===== config.mk =====
export PLATFORM = sky130hd
export DESIGN_NAME = tds_qcell
export DESIGN_NICKNAME = d
export VERILOG_FILES = /design/src/hw/rtl/tds_pkg.sv /design/src/hw/rtl/tds_qcell.sv
export SDC_FILE = /design/constraint.sdc
export NUM_CORES = 1
export LEC_CHECK = 0
export ABC_AREA = 1
export BUFFER_PORTS_ARGS = -buffer_cell sky130_fd_sc_hd__buf_4
export CAP_MARGIN = 20
export CORE_AREA = 2 2 39 41
export DETAILED_ROUTE_END_ITERATION = 10
export DIE_AREA = 0 0 41 43
export MAX_ROUTING_LAYER = met4
export PLACE_DENSITY = 0.68
export RECOVER_POWER = 25
export SLEW_MARGIN = 20
export SYNTH_ARGS = -nofsm -noshare
export SYNTH_HDL_FRONTEND = slang
export SYNTH_SLANG_ARGS = --single-unit

===== constraint.sdc =====
create_clock -name clk_i -period 2 [get_ports clk_i]
set_clock_uncertainty 0.15 [all_clocks]
set_input_delay 0.6 -clock clk_i [delete_from_list [all_inputs] [get_ports clk_i]]
set_output_delay 0.6 -clock clk_i [all_outputs]
set_load 0.01 [all_outputs]

===== src/hw/rtl/tds_pkg.sv =====
// ----------------------------------------------------------------------------
// tds_pkg
// Shared types and constants of the task dispatch scoreboard.
// ----------------------------------------------------------------------------
package tds_pkg;

  localparam int unsigned TaskIds    = 32;
  localparam int unsigned QueueDepth = 16;
  localparam int unsigned Resources  = 32;
  localparam int unsigned IdW        = $clog2(TaskIds);
  localparam int unsigned QCntW      = $clog2(QueueDepth + 1);
  localparam int unsigned RdCntW     = 6;
  localparam logic [RdCntW-1:0] ReaderMax = '1;

  typedef enum logic [1:0] {
    CMD_PUSH   = 2'd0,
    CMD_POP    = 2'd1,
    CMD_START  = 2'd2,
    CMD_FINISH = 2'd3
  } cmd_e;

  typedef enum logic [1:0] {
    PH_NONE = 2'd0,
    PH_WAIT = 2'd1,
    PH_RUN  = 2'd2,
    PH_DONE = 2'd3
  } phase_e;

  typedef enum logic [2:0] {
    ST_OK       = 3'd0,
    ST_NONE     = 3'd1,
    ST_FULL     = 3'd2,
    ST_STATE    = 3'd3,
    ST_CONFLICT = 3'd4
  } status_e;

  typedef enum logic [2:0] {
    FSM_IDLE,
    FSM_EXEC,
    FSM_SCAN,
    FSM_SHIFT,
    FSM_OUT
  } fsm_e;

  typedef struct packed {
    logic [31:0] read_mask;
    logic [31:0] write_mask;
    logic [31:0] depend_mask;
    logic [1:0]  command;
    logic [4:0]  task_id;
  } cmd_t;

  typedef struct packed {
    logic [2:0] status;
    logic       popped_valid;
    logic [4:0] popped_id;
  } rsp_t;

  // control from the sequencer to the queue cells
  typedef struct packed {
    logic           push;       // write id at tail
    logic           shift;      // compact from hole position
    logic [QCntW-1:0] hole;     // slot being removed
    logic [QCntW-1:0] count;    // current fill
    logic [IdW-1:0] push_id;
  } qctl_t;

endpackage


===== src/hw/rtl/tds_qcell.sv =====
// ----------------------------------------------------------------------------
// tds_qcell
// One slot of the ordered wait queue; takes its right neighbor's id on shift.
// ----------------------------------------------------------------------------
module tds_qcell (
  input  logic                  clk_i,
  input  tds_pkg::qctl_t        ctl_i,
  input  logic [tds_pkg::QCntW-1:0] pos_i,
  input  logic [tds_pkg::IdW-1:0] next_id_i,
  output logic [tds_pkg::IdW-1:0] id_o
);
  import tds_pkg::*;

  logic [IdW-1:0] id_q, id_d;

  always_comb begin
    id_d = id_q;
    if (ctl_i.push && pos_i == ctl_i.count) id_d = ctl_i.push_id;
    if (ctl_i.shift && pos_i >= ctl_i.hole) id_d = next_id_i;
  end

  always_ff @(posedge clk_i) begin
    id_q <= id_d;
  end

  assign id_o = id_q;
endmodule


==> results of run 1 <==
[layout make-up]
type | count | area, sq um
repair buffers | 35 | 251
clock buffers | 4 | 26.3
flip-flops and latches | 5 | 150
inverters | 11 | 41.3
fillers | 136 | 647
well taps | 16 | 20.0
multi-input cells | 44 | 248
[routing by layer]
metal	part of all wire	global-route usage	routed length, microns
met1	0.38	0.145	396
met2	0.54	0.259	565
met3	0.087	0.0157	92
met4	0	0.0600	0
met5	0	-	0
[power breakdown]
part	total (uW)	switching [uW]	internal (uW)
Combinational	136	62.4	73.1
Clock	115	40.0	75.3
Sequential	137	3.18	134
[Yosys cell counts]
master and instances:
o21ai_0 1, inv_1 11, nand3_2 1, edfxtp_1 5, nand3_1 6, xor2_1 2, o22ai_1 1, nand2_2 1
nor2_1 5, nand2_1 20, ha_1 5, a21oi_1 1, nand2_4 1
[logic make-up after synthesis]
family	after synthesis
flops	5
xor+xnor	2
buf+inv	11
simple gates	34
compound gates	3
fa+ha+maj	5
[stage by stage]
stage	setup TNS [ps]	setup slack, ps	cells	hold WS, ps
2_1_floorplan	0	99.8	60	629
3_3_place_gp	-35.6	-7.15	111	727
3_5_place_dp	-397	-79.5	111	724
4_1_cts	0	171	115	478
5_1_grt	0	35.9	115	496
6_report	0	169	115	487
[worst min-delay path by stage]
stage	depth (start not counted)	endpoint	slack [ps]	startpoint
6_report	3	id_o[3]	490	ctl_i[3]
5_1_grt	3	id_o[2]	500	ctl_i[2]
4_1_cts	3	id_o[3]	480	ctl_i[3]
3_5_place_dp	3	id_o[3]	720	ctl_i[3]
3_3_place_gp	3	id_o[2]	730	ctl_i[2]
2_1_floorplan	2	id_o[0]	630	ctl_i[0]
==> results.md, run 1 <==
- Yosys warnings: 0
- Share of post-route cells with drive strength above 1: 0.384
- Most frequent cells in the layout: buf_4 (32), nand2_1 (20), inv_1 (11)
- CP max-delay cell: ha_1
- Compound-Gate Fraction of Synth Area: 0.0370
- Ports: 33
- First-pass GRT wire length: 1750 microns
- Die Y: 43 microns
- XOR/XNOR share of the synthesized area: 0.0399
- Fin crit share: 0.915
- DRC: 0
- Avg Inst Size Synth: 7.32 sq um
- WL/cell: 9.17 microns
- Total Power: 388 uW
- Post-CTS setup buffers: 0
- Util after Layout: 0.533
- Maximum vdd drop: 0.172 mV
- Slew of the pin with the lowest slew margin: 211 ps
- Seq cells post-synth: 5
- Post-synth top area share: 0.342
- CORE AREA: 1380 sq um
- Largest family of logic cells by synthesized area: simple AND/OR/NAND/NOR gates
- Cell chain of the critical path: buf_4, ha_1, nand2_1, nor2_1, nand2_1, nand3_2, nand2_4, nand2_1
- Minimum clock period: 1830 ps
- Initial Util: 0.317
- Gpl congestion: 0.746
- CTS Buf Count: 3
- Biggest area consumer among synthesized cells: edfxtp_1
- Final hold viol count: 0
- Average via count per standard cell: 4.33
- Critical path depth in cells: 8
- Endpoints failing setup: 0
- Yosys cell types: 13
- CP endpoint: id_o[3]
- Clock transition at path regs: 40 ps
- Crit path launch type: input pin
- HPWL Detailed: 945 microns
- Antenna Cells: 0
- Multiplexer area fraction after synthesis: 0
- Worst path required time: 1780 ps
- Number of max-cap violations: 0
- Clock Tree Root: clkbuf_4
- Max-slew violation count: 0
- Starting DRT DRC Count: 11
- Placed inst area: 722 sq um
- Post-Synth Adder-Cell Area: 0.142
- Mapped Nets: 93
- CTS tree: done
- Chip width: 41 microns
- Leading cell type in the layout, fill and taps excluded: buf_4
- Post-synthesis sequential area ratio: 0.342
- HP Class: input pin to flop
- Flip-flop count of the largest register after layout: 5
- Max FO, Critical Path: 6
- Nets: 133
- Drt pass-1 iters: 4
- Critical path class: input pin to flop
- Area Overhead vs Synth: 67.8%
- Relative slew slack: 0.859
- Crit path top cell by count: nand2_1
- ANT nets after route: 0
- Overflow after GRT: 0
- Post-cts hold buffer count: 0
- All-Layer GR Usage: 0.144
- CP Launch Point: pos_i[4]
- Simple-Gate Fraction of Synth Area: 0.345
- Final Instance Area: 737 sq um
- Vias: 498
- Number of global-route vias before repair: 478
- Critical path arrival: 1610 ps
- Rows: 14
- TritonCTS Sinks: 5
- Clk buf depth: 2
- Post-CTS sizing: 0
- Critical path's top delay family: simple AND/OR/NAND/NOR gates
- Die area: 1760 sq um
- Power density over cell area: 526 nW/um^2
- H-Tree Depth: 1
- Max incr delay on CP: 280 ps
- Max frequency: 546 MHz
- IO buf count: 32
- RSZ-0062 raised after global routing: no
- Lkg Pwr: 0.000426 uW
- Initial antenna violation count: 0
- Synthesized instance count: 60
- Crit end category: flop
- Outcome: completed
- WP buf/inv: 1
- Top cells by area, synth: edfxtp_1 (34%), nand2_1 (17%), ha_1 (14%)
- Largest net degree at the start of global routing: 7
- Wirelength, routed: 1060 microns
- Mapped cell area: 439 sq um
No activity file was read; power rests on OpenSTA's default activity.
==> inputs of run 2 (changes only) <==
Settings changed: ABC_AREA 1 to not set, PLACE_DENSITY 0.68 to 0.65.
==> run 2 against run 1 <==
Area after synthesis shrank 7.7%. Clock power about the same. Clock-buffer cell count stayed put. Global-route usage down 1.0 points. Worst setup slack lost 130 ps.
==> results.md, run 2 <==
- Power density over cell area: 499 nW/um^2
- Initial Util: 0.293
- Clk buf depth: 2
- Overflow after GRT: 0
- Yosys cell types: 13
- Starting DRT DRC Count: 1
- Number of global-route vias before repair: 406
- Yosys warnings: 0
- Met2 Use GR: 0.209
- Synth async-reset ratio: 0
- Largest net degree at the start of global routing: 7
- All-Layer GR Usage: 0.134
- Chip width: 41 microns
- Max-slew violation count: 0
- HP Class: input pin to flop
- DRC: 0
- Critical path arrival: 1790 ps
- Post-cts hold buffer count: 0
- Grt met1 use: 0.154
- H-Tree Depth: 1
- CP Launch Point: pos_i[4]
- Share of post-route cells with drive strength above 1: 0.714
- Critical path class: input pin to flop
- IO buf count: 32
- Endpoints failing setup: 0
- Antenna Cells: 0
- Fin crit share: 0.979
- TritonCTS Sinks: 5
- Leading cell type in the layout, fill and taps excluded: buf_4
- Biggest area consumer among synthesized cells: edfxtp_1
- Most frequent cells after synthesis: edfxtp_1 (5), ha_1 (5), inv_1 (5), mux2_2 (5), xor2_1 (4)
- Mapped Nets: 68
- M3 GR Usage: 0.0157
- Relative slew slack: 0.775
- Post-synth EDFFs: 5
- Gpl congestion: 0.669
- WL/cell: 10.2 microns
- ANT nets after route: 0
- CTS Buf Count: 3
- Initial antenna violation count: 0
- Flip-flop count of the largest register after layout: 5
- HPWL Detailed: 888 microns
- Pre-CTS setup slack: -317 ps
- Area Overhead vs Synth: 101%
- Drt pass-1 iters: 2
- Vias: 390
- Comb pwr share: 0.382
- Seq cells post-synth: 5
- Number of max-cap violations: 0
- Ports: 33
- GRT Max-Usage Layer: met2
- Post-CTS setup buffers: 0
- Lkg Pwr: 0.000387 uW
- First-pass GRT wire length: 1530 microns
- Outcome: completed
- Mapped cell area: 405 sq um
- Pint: 304 uW
- Max FO, Critical Path: 6
- Clock Power Share: 0.281
- Rows: 14
- CTS tree: done
- Clock Tree Root: clkbuf_4
- Crit end category: flop
- Die Y: 43 microns
- Worst path required time: 1830 ps
- P_sw: 103 uW
- Fin Hold WS: 515 ps
- Synthesized instance count: 35
- Nets: 111
- Average via count per standard cell: 4.19
- Post-synth top area share: 0.370
- Wirelength, routed: 952 microns
- Crit path launch type: input pin
- Maximum vdd drop: 0.188 mV
- Final WS setup: 42.2 ps
- Most frequent cells in the layout: buf_4 (33), mux2_4 (5), edfxtp_1 (5)
- Final hold viol count: 0
- Max frequency: 511 MHz
- Switching Share: 0.253
- RSZ-0062 raised after global routing: yes
- Avg Inst Size Synth: 11.6 sq um
- Slew of the pin with the lowest slew margin: 337 ps
- Post-synthesis sequential area ratio: 0.370
- CORE AREA: 1380 sq um
- Post-Route Setup TNS: 0 ps
- Minimum clock period: 1960 ps
- Synth Flop Type: edfxtp_1
- Clock transition at path regs: 40 ps
- Die area: 1760 sq um
- HP Start: next_id_i[4]
- Sequential power share: 0.337
- Top cells by area, synth: edfxtp_1 (37%), ha_1 (15%), mux2_2 (14%)
==> run 2: changes by cell type after synthesis, sizes merged, moves of 2 or more <==
| cell | change |
|---|---|
| inv | -6 |
| mux2 | +5 |
| nand2 | -20 |
| nand3 | -6 |
| nor2 | -5 |
| nor2b | +2 |
| xor2 | +2 |
==> run 2: routing by layer <==
layer  part of all wire  vias up
li1                   -      209
met5                  0        -
met4                  0        0
met2               0.61       14
met3              0.044        0
met1               0.34      167
==> run 2: final timing paths <==
check,end,slack [ps],depth (start not counted)
max,id_o[1],40,6
min,id_o[4],520,2
==> run 2: area by class of cell <==
| type | instances | area [sq um] |
|---|---|---|
| well taps | 16 | 20.0 |
| fillers | 122 | 568 |
| inverters | 5 | 28.8 |
| clock buffers | 4 | 26.3 |
| multi-input cells | 25 | 309 |
| repair buffers | 38 | 282 |
| flip-flops and latches | 5 | 150 |
==> run 2: stage by stage <==
stage | area [sq um] | std cells | utilization | total power [uW]
global placement | 782 | 89 | 0.565 | 294
global route | 816 | 93 | 0.590 | 435
detailed placement | 782 | 89 | 0.565 | 298
floorplan | 477 | 35 | - | 212
CTS | 815 | 93 | 0.589 | 414
finish | 816 | 93 | 0.590 | 407
==> run 2: cells by family (layout without fill, tap and decap cells) <==
family | count (synthesis) | after routing | share of synthesized area
fa+ha+maj | 5 | 5 | 0.154
buf+inv | 5 | 47 | 0.0463
mux | 5 | 5 | 0.139
compound gates | 4 | 4 | 0.105
xor+xnor | 5 | 5 | 0.108
simple gates | 6 | 6 | 0.0772
flops | 5 | 5 | 0.370
==> run 2: what timing repair did <==
action | in CTS | in global routing
endpoints found under the setup margin | 10 | 8
cloned | 0 | 0
hold endpoints to repair | 0 | 0
resized for setup | 2 | 4
pin swaps | 1 | 2
==> run 2: critical path: stages <==
cell and delay (ps):
buf_6 100, ha_4 230, a21oi_2 140, nor2b_2 60
a41oi_4 310, mux2_4 340
==> run 2: power groups by stage <==
| stage | Sequential (uW) | Combinational (uW) | Clock [uW] |
|---|---|---|---|
| after floorplan | 147 | 65.5 | 0 |
| after global placement | 138 | 156 | 0 |
| after detailed placement | 139 | 159 | 0 |
| after CTS | 138 | 162 | 114 |
| after global routing | 139 | 170 | 126 |
| final | 137 | 155 | 114 |
==> inputs of run 3 (changes only) <==
Settings changed: CTS_BUF_LIST set to sky130_fd_sc_hd__clkbuf_16.
==> run 3 against run 2 <==
Power grew 53%. Clock power grew to 2.8 times the previous value. Combinational power grew 5%. Critical endpoint unchanged. Largest cell class unchanged. Utilization up 5.1 points. Cell area increased by 8.6%. Worst hold slack better by 7.9 ps.
==> results.md, run 3 (same netlist as run 2, synthesis figures left out) <==
- Chip width: 41 microns
- CP max-delay cell: mux2_4
- Relative slew slack: 0.774
- First-pass GRT wire length: 1590 microns
- Reg area: 150 sq um
- Max-slew violation count: 0
- Worst path required time: 1820 ps
- Placed cells: 89
- Vias: 401
- Crit end category: flop
- IO buf count: 32
- Ports: 33
- All-Layer GR Usage: 0.142
- Antenna Cells: 0
- Wirelength, routed: 1060 microns
- Share of post-route cells with drive strength above 1: 0.753
- WL/cell: 11.4 microns
- Pre-CTS setup slack: -317 ps
- Filler Cell Count: 108
- Placed inst area: 782 sq um
- Final hold viol count: 0
- Post-cts hold buffer count: 0
- Drt pass-1 iters: 2
- CTS Buf Count: 3
- Non-Filler Instances: 93
- RSZ-0062 raised after global routing: yes
- Gpl congestion: 0.669
- Post-CTS setup buffers: 0
- Outcome: completed
- Minimum clock period: 1960 ps
- Final Instance Area: 886 sq um
- TritonCTS Sinks: 5
- Die Y: 43 microns
- Most frequent cells in the layout: buf_4 (33), mux2_4 (5), edfxtp_1 (5)
- Critical path class: input pin to flop
- Clock transition at path regs: 30 ps
- Slew of the pin with the lowest slew margin: 338 ps
- Die area: 1760 sq um
- Starting DRT DRC Count: 2
- Flip-flop count of the largest register after layout: 5
- Max frequency: 511 MHz
- Critical path's top delay family: compound AO/OA/AOI/OAI gates
- Cell chain of the critical path: buf_6, ha_4, a21oi_2, nor2b_2, a41oi_4, mux2_4
- Overflow after GRT: 0
- Nets: 111
- HP Class: input pin to flop
- Number of global-route vias before repair: 408
- Maximum vdd drop: 0.319 mV
- CTS tree: done
- Initial antenna violation count: 0
- Rows: 14
- DRC: 0
- Number of max-cap violations: 0
- Area Overhead vs Synth: 119%
- Crit path launch type: input pin
- Lkg Pwr: 0.000422 uW
- Final WS setup: 41.5 ps
- Endpoints failing setup: 0
- Fin crit share: 0.979
- HPWL Detailed: 888 microns
- H-Tree Depth: 1
- Max incr delay on CP: 340 ps
- WP buf/inv: 1
- Power density over cell area: 704 nW/um^2
- Clk buf depth: 2
- ANT nets after route: 0
- Critical path arrival: 1780 ps
- Average via count per standard cell: 4.31
- Area of the multi-input gates: 312 sq um
- Clock Tree Root: clkbuf_16
- Largest net degree at the start of global routing: 7
- Leading cell type in the layout, fill and taps excluded: buf_4
- Max FO, Critical Path: 6
- Initial Util: 0.293
- Total Power: 624 uW
- CORE AREA: 1380 sq um
[run 3: through the flow]
| stage | utilization | setup TNS, ps | hold WS, ps |
|---|---|---|---|
| after floorplan | - | -424 | 668 |
| after global placement | 0.565 | -2560 | 754 |
| after detailed placement | 0.565 | -2810 | 753 |
| after CTS | 0.634 | 0 | 522 |
| after global routing | 0.640 | -65.0 | 525 |
| final | 0.640 | 0 | 523 |
[run 3: area by class of cell]
| type | instances | area share |
|---|---|---|
| timing repair buffer | 38 | 0.335 |
| clock buffer | 3 | 0.0847 |
| sequential | 5 | 0.169 |
| multi-input combinational | 25 | 0.352 |
| tap | 16 | 0.0226 |
| clock inverter | 1 | 0.00424 |
| inverter | 5 | 0.0325 |
[run 3: worst paths after layout]
path	from	to	depth (start not counted)
setup / recovery	pos_i[4]	id_o[1]	6
hold / removal	next_id_i[4]	id_o[4]	2
[run 3: metal layers]
layer,routed length (microns),global-route usage,up-vias
met2,633,0.228,16
met5,0,-,-
met4,11,0.100,0
met1,370,0.151,176
li1,-,-,207
met3,45,0.0157,2
[run 3: what timing repair did]
item                       in CTS  in global routing
gates resized for setup         5                  4
setup endpoints to repair      10                 10
pin swaps                       3                  1
gates cloned                    0                  0
[run 3: report_power, final]
group          leakage, uW  internal (uW)  total [uW]  switching, uW
Sequential       0.0000468            134         138           3.54
Clock            0.0000423            259         323           64.6
Combinational     0.000333            101         163           61.4
Total             0.000422            494         624            130
